==> config.mk <==
export PLATFORM = sky130hd
export DESIGN_NAME = in_order_reorder_buffer_unit
export DESIGN_NICKNAME = d
export VERILOG_FILES = /design/src/rtl/rob_pkg.sv /design/src/rtl/in_order_reorder_buffer_unit.sv /design/src/rtl/rob_ctrl.sv /design/src/rtl/rob_datapath.sv
export SDC_FILE = /design/constraint.sdc
export NUM_CORES = 1
export LEC_CHECK = 0
export BUFFER_PORTS_ARGS = -buffer_cell sky130_fd_sc_hd__buf_2
export CELL_PAD_IN_SITES_DETAIL_PLACEMENT = 1
export CELL_PAD_IN_SITES_GLOBAL_PLACEMENT = 1
export CORE_MARGIN = 2
export CORE_UTILIZATION = 49
export DETAILED_ROUTE_END_ITERATION = 10
export HOLD_SLACK_MARGIN = 0.03
export PLACE_DENSITY_LB_ADDON = 0.1
export SETUP_SLACK_MARGIN = 0.5
export SYNTH_ARGS = -nofsm -noshare
export SYNTH_HDL_FRONTEND = slang
export SYNTH_HIERARCHICAL = 1
export SYNTH_SLANG_ARGS = --single-unit
==> constraint.sdc <==
create_clock -name clk -period 4.5 [get_ports clk]
set_clock_uncertainty 0.05 [all_clocks]
set_input_delay 0.45 -clock clk [delete_from_list [all_inputs] [get_ports clk]]
set_output_delay 0.45 -clock clk [all_outputs]
set_load 0.02 [all_outputs]
==> src/rtl/rob_pkg.sv <==
// ----------------------------------------------------------------------------
// rob_pkg
// shared types and constants of the in-order reorder buffer
// ----------------------------------------------------------------------------
package rob_pkg;

    localparam int DEPTH       = 16;
    localparam int DATA_WIDTH  = 32;
    localparam int SEQ_WIDTH   = 4;
    localparam int IDX_WIDTH   = $clog2(DEPTH);
    localparam int MAX_RESULTS = 16;
    localparam int CNT_WIDTH   = $clog2(MAX_RESULTS);

    // incoming beat
    typedef struct packed {
        logic [SEQ_WIDTH-1:0]  seq_number;
        logic [DATA_WIDTH-1:0] payload;
    } item_t;

    // outgoing beat
    typedef struct packed {
        logic [SEQ_WIDTH-1:0]  out_seq;
        logic [DATA_WIDTH-1:0] out_payload;
        logic                  last_of_run;
    } result_t;

    // controller to datapath
    typedef struct packed {
        logic write;
        logic emit;
        logic last;
    } rob_cmd_t;

    // datapath to controller
    typedef struct packed {
        logic head_valid;
        logic next_valid;
        logic out_free;
    } rob_status_t;

endpackage

==> src/rtl/in_order_reorder_buffer_unit.sv <==
// ----------------------------------------------------------------------------
// in_order_reorder_buffer_unit
// reorder buffer that restores sequence order of tagged data beats
// ----------------------------------------------------------------------------
// usage:
//   item channel (item_valid / item_stall / item) carries a sequence number
//   and a payload; the payload lands in the slot picked by the sequence
//   number and that slot is marked valid
//   result channel (result_valid / result_stall / result) then releases, in
//   order, every consecutive valid slot starting at the head, one beat per
//   cycle unless result_stall holds it; the final beat released by one
//   item has last_of_run set; at most 16 beats are released per item; the
//   rest wait for the next item
// timing:
//   an item is taken in the idle state, then the drain state releases its
//   beats, and an item that releases none still passes through the drain
//   state; the block takes no new item until that drain ends; the first
//   result beat is issued from the drain state into the output register
// reset:
//   rst_n clears all valid bits, the head and the output valid flag; slot
//   data and the output register's data are not cleared, and slot data
//   are only read once written
// back pressure:
//   a stalled result beat holds in the output register and the drain
//   pauses; item_stall stays high until the drain of the current item ends
module in_order_reorder_buffer_unit (
    input  logic             clk,
    input  logic             rst_n,
    input  logic             item_valid,
    output logic             item_stall,
    input  rob_pkg::item_t   item,
    output logic             result_valid,
    input  logic             result_stall,
    output rob_pkg::result_t result
);

    // command and status between sequencer and datapath
    rob_pkg::rob_cmd_t    cmd;
    rob_pkg::rob_status_t status;

    // sequencer: idle / drain state machine and per-item beat count
    rob_ctrl u_ctrl (
        .clk        (clk),
        .rst_n      (rst_n),
        .item_valid (item_valid),
        .item_stall (item_stall),
        .status     (status),
        .cmd        (cmd)
    );

    // slot store, valid bits, head pointer and output register
    rob_datapath u_datapath (
        .clk          (clk),
        .rst_n        (rst_n),
        .item         (item),
        .cmd          (cmd),
        .status       (status),
        .result_valid (result_valid),
        .result_stall (result_stall),
        .result       (result)
    );

endmodule

==> src/rtl/rob_ctrl.sv <==
// ----------------------------------------------------------------------------
// rob_ctrl
// sequencer: takes one item, then drains the run of valid slots at the head
// ----------------------------------------------------------------------------
module rob_ctrl (
    input  logic                 clk,
    input  logic                 rst_n,
    input  logic                 item_valid,
    output logic                 item_stall,
    input  rob_pkg::rob_status_t status,
    output rob_pkg::rob_cmd_t    cmd
);

    typedef enum logic [1:0] {
        ST_IDLE  = 2'b01,
        ST_DRAIN = 2'b10
    } rob_state_t;

    rob_state_t                    state_reg;
    rob_state_t                    state_next;
    logic [rob_pkg::CNT_WIDTH-1:0] cnt_reg;
    logic [rob_pkg::CNT_WIDTH-1:0] cnt_next;

    always_comb
    begin
        state_next = state_reg;
        cnt_next   = cnt_reg;
        cmd        = '0;
        item_stall = 1'b1;
        case (state_reg)
            ST_IDLE:
            begin
                item_stall = 1'b0;
                if (item_valid)
                begin
                    cmd.write  = 1'b1;
                    cnt_next   = '0;
                    state_next = ST_DRAIN;
                end
            end
            ST_DRAIN:
            begin
                if (!status.head_valid)
                begin
                    state_next = ST_IDLE;
                end
                else if (status.out_free)
                begin
                    cmd.emit = 1'b1;
                    cmd.last = (cnt_reg == rob_pkg::CNT_WIDTH'(rob_pkg::MAX_RESULTS - 1))
                               || !status.next_valid;
                    cnt_next = rob_pkg::CNT_WIDTH'(cnt_reg + 1'b1);
                    if (cmd.last)
                    begin
                        state_next = ST_IDLE;
                    end
                end
            end
            default:
            begin
                state_next = ST_IDLE;
            end
        endcase
    end

    always_ff @(posedge clk or negedge rst_n)
    begin
        if (!rst_n)
        begin
            state_reg <= ST_IDLE;
            cnt_reg   <= '0;
        end
        else
        begin
            state_reg <= state_next;
            cnt_reg   <= cnt_next;
        end
    end

endmodule

==> src/rtl/rob_datapath.sv <==
// ----------------------------------------------------------------------------
// rob_datapath
// slot store, valid bits, head pointer and output register
// ----------------------------------------------------------------------------
module rob_datapath (
    input  logic                 clk,
    input  logic                 rst_n,
    input  rob_pkg::item_t       item,
    input  rob_pkg::rob_cmd_t    cmd,
    output rob_pkg::rob_status_t status,
    output logic                 result_valid,
    input  logic                 result_stall,
    output rob_pkg::result_t     result
);

    logic [rob_pkg::DEPTH-1:0]      valid_reg;
    logic [rob_pkg::DEPTH-1:0]      valid_next;
    logic [rob_pkg::DATA_WIDTH-1:0] data_reg [rob_pkg::DEPTH];
    logic [rob_pkg::IDX_WIDTH-1:0]  head_reg;
    logic [rob_pkg::IDX_WIDTH-1:0]  head_next;
    logic [rob_pkg::IDX_WIDTH-1:0]  head_inc;
    logic [rob_pkg::IDX_WIDTH-1:0]  wr_idx;
    logic                           result_valid_reg;
    logic                           result_valid_next;
    rob_pkg::result_t               result_reg;

    // sequence number modulo depth
    assign wr_idx   = rob_pkg::IDX_WIDTH'(item.seq_number);
    assign head_inc = rob_pkg::IDX_WIDTH'(head_reg + 1'b1);

    assign status.head_valid = valid_reg[head_reg];
    assign status.next_valid = valid_reg[head_inc];
    assign status.out_free   = !result_valid_reg || !result_stall;

    always_comb
    begin
        valid_next = valid_reg;
        head_next  = head_reg;
        if (cmd.write)
        begin
            valid_next[wr_idx] = 1'b1;
        end
        if (cmd.emit)
        begin
            valid_next[head_reg] = 1'b0;
            head_next            = head_inc;
        end
        if (cmd.emit)
        begin
            result_valid_next = 1'b1;
        end
        else
        begin
            result_valid_next = result_valid_reg && result_stall;
        end
    end

    always_ff @(posedge clk or negedge rst_n)
    begin
        if (!rst_n)
        begin
            valid_reg        <= '0;
            head_reg         <= '0;
            result_valid_reg <= 1'b0;
        end
        else
        begin
            valid_reg        <= valid_next;
            head_reg         <= head_next;
            result_valid_reg <= result_valid_next;
        end
    end

    always_ff @(posedge clk)
    begin
        if (cmd.write)
        begin
            data_reg[wr_idx] <= item.payload;
        end
        if (cmd.emit)
        begin
            result_reg.out_seq     <= rob_pkg::SEQ_WIDTH'(head_reg);
            result_reg.out_payload <= data_reg[head_reg];
            result_reg.last_of_run <= cmd.last;
        end
    end

    assign result_valid = result_valid_reg;
    assign result       = result_reg;

    // only a valid head slot is released
    a_emit_valid: assert property (@(posedge clk) disable iff (!rst_n)
        cmd.emit |-> status.head_valid)
        else $error("emit from an empty head slot");

    // never overwrite a result beat still waiting
    a_emit_free: assert property (@(posedge clk) disable iff (!rst_n)
        cmd.emit |-> status.out_free)
        else $error("emit while output register is held");

    // store and release never overlap
    a_no_overlap: assert property (@(posedge clk) disable iff (!rst_n)
        !(cmd.emit && cmd.write))
        else $error("write and emit in the same cycle");

    // head steps by one on each release
    a_head_step: assert property (@(posedge clk) disable iff (!rst_n)
        cmd.emit |=> head_reg == rob_pkg::IDX_WIDTH'($past(head_reg) + 1'b1))
        else $error("head did not advance by one");

    // released slot is cleared
    a_slot_clear: assert property (@(posedge clk) disable iff (!rst_n)
        cmd.emit |=> !valid_reg[$past(head_reg)])
        else $error("released slot still valid");

endmodule
[Yosys cells after proc, flatten, opt, wreduce, memory -nomap -nowiden]
Memory sizes are Yosys's and may differ from the RTL's. A register that Yosys moved wholly into a read port is not among the register bits.
Cells that the tools add are included.
Word-level totals
  register bits: 32
  memories kept: 1
  bits in writable memories: 512
  logic and storage cells: 66
Operators by class
  order comparisons: 5
  bitwise gates (word level): 3
  add/subtract/negate cells: 2
  reductions and logical operators: 12
  mux-type cells: 28
  equal/unequal tests: 8
Memory list
  u_datapath.data_reg: words 16, bits a word 32, read ports 1, clocked after memory_dff 1, write ports 1, RTL line rob_datapath.sv:18  | logic [rob_pkg::DATA_WIDTH-1:0] data_reg [rob_pkg::DEPTH];
Operators with widths (count)
  2-to-1 mux 16 bit: 2
  AND 16 bit: 1
  inverter 16 bit: 1
  OR 16 bit: 1
  less-than comparator 4 x 5 -> 1 bit (second input constant): 3
  2-to-1 mux 2 bit: 7
  2-to-1 mux 4 bit: 3
  2-to-1 mux 1 bit: 10
  adder 4 x 1 -> 4 bit (second input constant): 2
  binary-select mux 1 bit (select 4 bit): 2
  demux 1 bit (select 4 bit): 2
  greater-or-equal comparator 4 x 1 -> 1 bit (second input constant): 2
  case mux 4 bit (2 select lines): 1
  inequality test 3 bit (second input constant): 2
  AND reduction 3 bit: 2
  == test 4 bit (second input constant): 1
  inequality test 2 bit (second input constant): 2
  case mux 2 bit (2 select lines): 1
  AND reduction 4 bit: 1
  logical AND 1 bit: 3
  zero test 1 bit: 3
  == test 2 x 1 -> 1 bit (second input constant): 1
  == test 2 bit (second input constant): 1
  logical OR 1 bit: 2
  2 further kinds: 2

[Depth between registers and ports, before layout]
Gate-level depths: netlist of the first run.
  depth after elaboration: 9
  gate-level depth with buffers: 11
  mapped depth without buffers: 7

[By module]
The synthesis of the first run kept the hierarchy.
Modules (own cells, without submodules)
  rob_datapath: area an instance 21465.6 um^2, seq. area each 17011.3 um^2, cells an instance 926, times used 1
  rob_ctrl: area an instance 322.8 um^2, seq. area each 151.4 um^2, cells an instance 31, times used 1

[Least setup slack after synthesis of the first run]
OpenSTA, ideal clock, no wires.
  path type: reg2reg
  from: register u_ctrl.state_reg[0]
  to: register u_datapath/valid_reg[0] (netlist name)
  path slack: -234 ps
  library setup time: 77 ps
  cell stages (with the launch flop): 6
  data arrival time: 4607 ps
  data required time: 4373 ps
  path through: dfstp_2 -> nand3b_1 -> inv_1 -> nand2b_1 -> nor4_1 -> o32a_1
RTL lines
  start, declared: RTL line rob_ctrl.sv:19  | rob_state_t state_reg;
  start signal, assigned: RTL line rob_ctrl.sv:75  | state_reg <= state_next;
  end signal, assigned: RTL line rob_datapath.sv:68  | valid_reg <= valid_next;
  end, declared: RTL line rob_datapath.sv:16  | logic [rob_pkg::DEPTH-1:0] valid_reg;

==> results of run 1 <==
layout make-up:
cell class              count  area [um^2]
flip-flops and latches    576        17200
well taps                 592          741
clock buffers              77         1530
repair buffers            108          618
inverters                   5         18.8
multi-input cells         325         4460
fillers                  3749        19300
clock inverters            24          201
worst register-to-register path: stages, from the launching register on:
cell	delay, ns
dfrtp_4	0.85
mux4_2	0.34
a22oi_1	0.10
nand2_1	0.17
nand4b_4	0.18
inv_2	0.49
buf_4	0.40
nand2_1	0.17
o32a_1	0.30
how the worst max path moves through the flow:
| stage | startpoint | to | slack, ns |
|---|---|---|---|
| 3_3_place_gp | u_datapath/head_reg[0] | u_datapath/result[12] | 1.30 |
| 3_5_place_dp | u_datapath/head_reg[0] | u_datapath/result[13] | 1.27 |
| 5_1_grt | u_datapath/head_reg[0] | u_datapath/result[11] | 1.09 |
| 2_1_floorplan | u_ctrl/state_reg[0] | u_datapath/data_reg[4][0] | 0.71 |
| 6_report | u_datapath/head_reg[1] | u_datapath/valid_reg[2] | 1.32 |
| 4_1_cts | u_datapath/head_reg[0] | u_datapath/result[12] | 1.26 |
power by group through the flow:
stage / Combinational (W) / Sequential, W / Clock (W)
after floorplan: 0.00244 / 0.00646 / 0
after global placement: 0.00299 / 0.00660 / 0
after detailed placement: 0.00304 / 0.00660 / 0
after CTS: 0.00305 / 0.00650 / 0.00455
after global routing: 0.00325 / 0.00653 / 0.00474
final: 0.00299 / 0.00649 / 0.00445
kinds of logic (layout without fill, tap and decap cells):
kind of cell	Yosys count	in the layout	share of synthesized area [%]
xor gates and xnor gates	6	6	0.241
muxes	137	137	14.2
and+or+nand+nor	85	85	1.91
DFF	576	576	78.8
AOI/OAI and AO/OA	92	92	3.22
buffers and inverters	56	214	1.42
adders and majority gates	5	5	0.287
metrics by stage:
stage | power (W) | instances | instance area [um^2] | setup slack, ns
floorplan | 0.00890 | 957 | 21800 | 0.706
global placement | 0.00959 | 1605 | 23000 | 1.30
detailed placement | 0.00965 | 1605 | 23000 | 1.27
CTS | 0.0141 | 1707 | 24700 | 1.26
global route | 0.0145 | 1707 | 24700 | 1.09
finish | 0.0139 | 1707 | 24700 | 1.32
Yosys cell counts (3+ instances only):
master | count | area, um^2
a22oi_1 | 66 | 495
a2bb2oi_1 | 4 | 35.0
buf_1 | 3 | 11.3
buf_2 | 7 | 35.0
buf_4 | 6 | 45.0
buf_6 | 9 | 101
clkbuf_1 | 26 | 97.6
dfrtp_1 | 26 | 651
edfxtp_1 | 549 | 16500
ha_1 | 5 | 62.6
inv_1 | 5 | 18.8
mux4_2 | 137 | 3090
nand2_1 | 42 | 158
nand2b_1 | 7 | 43.8
nand3_1 | 7 | 35.0
nand3b_1 | 4 | 30.0
nor2_1 | 7 | 26.3
nor3_1 | 8 | 40.0
o21ai_0 | 5 | 25.0
o22a_1 | 8 | 70.1
o32a_1 | 4 | 40.0
xnor2_1 | 4 | 35.0
routing by layer:
layer  global-route usage [%]  vias to the layer above
met4                     4.65                        4
met5                        0                        -
met2                     34.9                      264
met3                     3.61                       65
li1                         -                     4287
met1                     32.1                     5624
timing repair:
item	4_1_cts	5_1_grt
hold endpoints to repair	26	0
hold buffers	1	0
endpoints found under the setup margin	0	0
==> flow_summary_export.csv, run 1 <==
group,metric,value,unit
critical_path,r2r_cells,8,
die,die_w,215,um
final_layout,n_antenna_cell,0,
critical_path,endpoint_kind,"flip-flop",
worst_hold_path,min_to,"u_datapath/data_reg[6][10]",
die,coreArea,44000,um^2
power_and_ir_drop,peakVddDrop,0.000382,V
sta,tns,0,ns
critical_path,critical_path.max_stage_delay,0.85,ns
clock_tree,clockRootBuffer,"clkbuf_16",
sta,setup_viol_count_final,0,
logic_synthesis,ys_types,36,
critical_path,start_kind,"flip-flop",
critical_path,worst-path-stages,8,
power_and_ir_drop,power.internal,0.0102,W
worst_hold_path,hold_path_class,"input pin to flip-flop",
die,start_util,49.5,%
detailed_routing,wl_met3,2550,um
detailed_routing,drtIter0Drc,829,
clock_tree,cts_made_buffers,58,
final_layout,layout_commonest_cell,"edfxtp_1",
critical_path,worstPathArrival,3.60,ns
placement,port_buffers,78,
critical_path,crit_type,"flip-flop to flip-flop",
critical_path,path_cells,"mux4_2 -> a22oi_1 -> nand2_1 -> nand4b_4 -> inv_2 -> buf_4 -> nand2_1 -> o32a_1",
power_and_ir_drop,p_sw,0.00370,W
clock_tree,insertion_delay,0.59,ns
power_and_ir_drop,p_seq_share,46.6,%
clock_tree,cts_sinks,576,
die,ios,79,
power_and_ir_drop,power_density,563,nW/um^2
worst_hold_path,worstHoldStart,"item[10]",
critical_path,path_common_cell,"nand2_1",
logic_synthesis,yosysWarnings,6,
placement,dpl.hpwl,24100,um
detailed_routing,wl_per_cell,28.6,um
die,die-height,215,um
final_layout,final_util,56.2,%
critical_path,r2r-start,"u_datapath/head_reg[1]",
detailed_routing,first_pass_iters,7,
detailed_routing,drc,0,
logic_synthesis,synth_fp_nets,1002,
global_routing,grt_first_pass_wirelength,73100,um
logic_synthesis,synth_area,21800,um^2
final_layout,drive_gt1_share,30.9,%
final_layout,largest_reg_flops,512,
logic_synthesis,synth_flop_cell,"edfxtp_1",
detailed_routing,top_layer,"met5",
critical_path,path_delay_family,"buffers and inverters",
die,rows,77,
power_and_ir_drop,clkPwrFrac,32.0,%
logic_synthesis,ys_ff_latch,576,
critical_path,cp_max_fo,42,
detailed_routing,ant_nets,0,
clock_tree,cts_setup_buffers,0,
critical_path,crit_required,4.92,ns
global_routing,antenna_found_initial,2,
power_and_ir_drop,cellLeakagePower,7.97,nW
logic_synthesis,asyncSetResetFlopFracSynth,4.69,%
logic_synthesis,ys_seq_area_share,78.8,%
clock_tree,ctsHtreeMaxLevel,2,
final_layout,area_growth,13.5,%
sta,final_hold_viol_count,0,
logic_synthesis,synth_edf_count,549,
global_routing,groute.usage.overall,21.8,%
sta,grt_setup_unrepaired,"no",
power_and_ir_drop,switching_share,26.6,%
sta,worst_pin_slew,0.862,ns
worst_hold_path,min_path_cells,1,
critical_path,reg2reg_slack,1.32,ns
die,die_area,46200,um^2
sta,hold_slack,0.171,ns
global_routing,grt_max_degree,55,
critical_path,slowest_stage,"dfrtp_4",
sta,fmax,314,MHz
detailed_routing,drt-met1-wl,21700,um
global_routing,grt-ovfl-total,0,
detailed_routing,vias_per_cell,6.00,
clock_tree,path_clk_slew,0.06,ns
detailed_routing,routed_wl,48800,um
clock_tree,cts_tree,"yes",
final_layout,mostFrequentLayoutCells,"549 x edfxtp_1, 137 x mux4_2, 78 x buf_2",
power_and_ir_drop,p_comb_share,21.4,%
critical_path,critPathBufInv,2,
sta,period_share,70.7,%
sta,fin_crit,3.18,ns
placement,gp_congestion,0.723,
status,outcome,"finished, final reports clean",
clock_tree,cts_max_path_buffers,3,
critical_path,reg2reg_to,"u_datapath/valid_reg[2]",
logic_synthesis,syn_inst,957,
detailed_routing,wl_met2,23700,um
final_layout,final_nets,1119,
global_routing,grt_pass1_vias,10800,
detailed_routing,vias,10200,
sta,final_max_slew_viol_count,0,
logic_synthesis,avgSynthCellArea,22.8,um^2
sta,slew-limit-headroom,42.5,%
clock_tree,ctsResizeCount,0,
run,maxCapViolations,0,
Power figures use the tool's default switching activity.
==> run 2: changes to the inputs <==
--- a/config.mk
+++ b/config.mk
@@ -9,7 +9,7 @@
 export CELL_PAD_IN_SITES_DETAIL_PLACEMENT = 1
 export CELL_PAD_IN_SITES_GLOBAL_PLACEMENT = 1
 export CORE_MARGIN = 2
-export CORE_UTILIZATION = 49
+export CORE_UTILIZATION = 55
 export DETAILED_ROUTE_END_ITERATION = 10
 export HOLD_SLACK_MARGIN = 0.03
 export PLACE_DENSITY_LB_ADDON = 0.1
==> constraint.sdc (replaced) <==
create_clock -name clk -period 3 [get_ports clk]
set_clock_uncertainty 0.05 [all_clocks]
set_input_delay 0.3 -clock clk [delete_from_list [all_inputs] [get_ports clk]]
set_output_delay 0.3 -clock clk [all_outputs]
set_load 0.02 [all_outputs]
==> run 2 against run 1 <==
Net effect: die area fell by 11%; highest routed layer is now met4; flip-flop and latch count did not move; combinational power rose by 67%.
==> flow_summary_export.csv, run 2 (synthesized netlist as in run 1, its figures left out) <==
group,metric,value,unit
sta,final_hold_viol_count,0,
sta,fin_crit,2.43,ns
critical_path,worstPathArrival,2.85,ns
sta,hold_slack,0.212,ns
die,start_util,56.0,%
sta,worst_pin_slew,0.678,ns
sta,worst_slack,0.566,ns
critical_path,slowest_stage,"mux4_2",
sta,final_max_slew_viol_count,0,
sta,grt_setup_unrepaired,"no",
critical_path,critical_path.max_stage_delay,0.50,ns
final_layout,seq_area,17200,um^2
detailed_routing,drtIter0Drc,755,
detailed_routing,wl_per_cell,29.5,um
global_routing,grt_pass1_vias,11400,
placement,place_inst,1536,
power_and_ir_drop,power_density,845,nW/um^2
detailed_routing,vias_per_cell,6.26,
critical_path,cp_max_fo,6,
power_and_ir_drop,cellLeakagePower,8.29,nW
final_layout,design_area,25500,um^2
clock_tree,ctsHtreeMaxLevel,2,
placement,port_buffers,78,
placement,dpl_cell_area,23200,um^2
final_layout,fill_cells,3102,
die,coreArea,38900,um^2
global_routing,groute.usage.overall,25.0,%
critical_path,crit_required,3.42,ns
final_layout,mostFrequentLayoutCells,"549 x edfxtp_1, 137 x mux4_2, 79 x buf_2",
run,maxCapViolations,0,
clock_tree,cts_max_path_buffers,3,
global_routing,grt_max_degree,60,
clock_tree,clockRootBuffer,"clkbuf_16",
final_layout,n_antenna_cell,0,
detailed_routing,vias,10500,
global_routing,antenna_found_initial,0,
final_layout,stdcell_count,1678,
critical_path,path_cells,"buf_2 -> buf_4 -> buf_4 -> mux4_2 -> mux4_2 -> a21boi_1 -> o21ai_0",
sta,setup_viol_count_final,0,
clock_tree,cts_made_buffers,57,
die,die_area,41200,um^2
clock_tree,insertion_delay,0.61,ns
die,die_w,203,um
detailed_routing,ant_nets,0,
die,die-height,203,um
die,rows,72,
critical_path,endpoint_kind,"flip-flop",
final_layout,multiInputGateArea,4540,um^2
sta,slew-limit-headroom,54.8,%
status,outcome,"finished, final reports clean",
critical_path,start_kind,"flip-flop",
placement,dpl.hpwl,23900,um
detailed_routing,drc,0,
global_routing,grt-ovfl-total,0,
final_layout,drive_gt1_share,31.3,%
placement,gp_congestion,0.754,
clock_tree,cts_sinks,576,
placement,dp_slack,0.270,ns
clock_tree,path_clk_slew,0.06,ns
critical_path,crit_type,"flip-flop to flip-flop",
final_layout,final_nets,1164,
final_layout,final_util,65.5,%
power_and_ir_drop,peakVddDrop,0.000552,V
clock_tree,cts_tree,"yes",
final_layout,area_growth,17.0,%
sta,fmax,411,MHz
final_layout,largest_reg_flops,512,
detailed_routing,first_pass_iters,4,
worst_hold_path,hold_path_class,"input pin to async pin",
sta,period_share,81.1,%
global_routing,grt_first_pass_wirelength,74100,um
die,ios,79,
final_layout,layout_commonest_cell,"edfxtp_1",
detailed_routing,routed_wl,49400,um
run 2: cell count changes in the layout (fill, tap and decap cells not counted), sizes merged:
cell,previous run,this run
buf,107,119
dlygate4sd3,1,35
inv,5,6
bufinv,3,6
clkinv,19,13
clkbuf,77,78
run 2: area by class of cell:
cell class | instances | share of cell area (%)
sequential | 576 | 67.3
multi-input combinational | 325 | 17.8
clock buffer | 78 | 6.07
timing repair buffer | 154 | 5.12
tap | 518 | 2.54
clock inverter | 22 | 1.02
inverter | 5 | 0.0883
run 2: routing by layer:
layer	GRT usage [%]	wire length [um]	share of wire, %	vias to the layer above
met3	3.93	2890	5.8	90
met2	41.0	24800	50	368
met5	0	0	0	-
li1	-	-	-	4393
met1	35.5	20600	42	5656
met4	7.25	1190	2.4	0
run 2: where the power goes:
part / switching, W / internal, W
sequential: 0.000265 / 0.00931
clock: 0.00288 / 0.00410
combinational: 0.00255 / 0.00245
run 2: metrics by stage:
stage               power [W]  TNS (ns)
floorplan              0.0134   -0.0618
global placement       0.0145         0
detailed placement     0.0146         0
CTS                    0.0217         0
global route           0.0224         0
finish                 0.0216         0
run 2: repair_timing:
item                       CTS  global route
setup buffers                4             3
resized for setup            5             9
setup endpoints to repair   51            22
cloned                       0             0
hold endpoints to repair   540             0
hold buffers                35             0
run 2: critical path, delay by kind of cell, from the launching register on:
family	cells	cell delay (ns)
multiplexers	2	1.00
flip-flops	1	0.49
buffers and inverters	3	0.48
AO/OA/AOI/OAI	2	0.28
run 2: path summary, 6_finish.rpt:
path | depth (start not counted) | slack (ns) | from | endpoint
worst max-delay path | 7 | 0.57 | u_datapath/head_reg[0] | u_ctrl/state_reg[1]
worst min-delay path | 2 | 0.21 | rst_n | u_ctrl/cnt_reg[2]
min in group clk | 3 | 0.39 | item[32] | u_datapath/data_reg[14][28]
worst min register to register | 1 | 0.49 | u_datapath/valid_reg[2] | u_datapath/valid_reg[2]
max in group asynchronous | 2 | 2.21 | rst_n | u_datapath/head_reg[1]
worst max register to register | 7 | 0.57 | u_datapath/head_reg[0] | u_ctrl/state_reg[1]
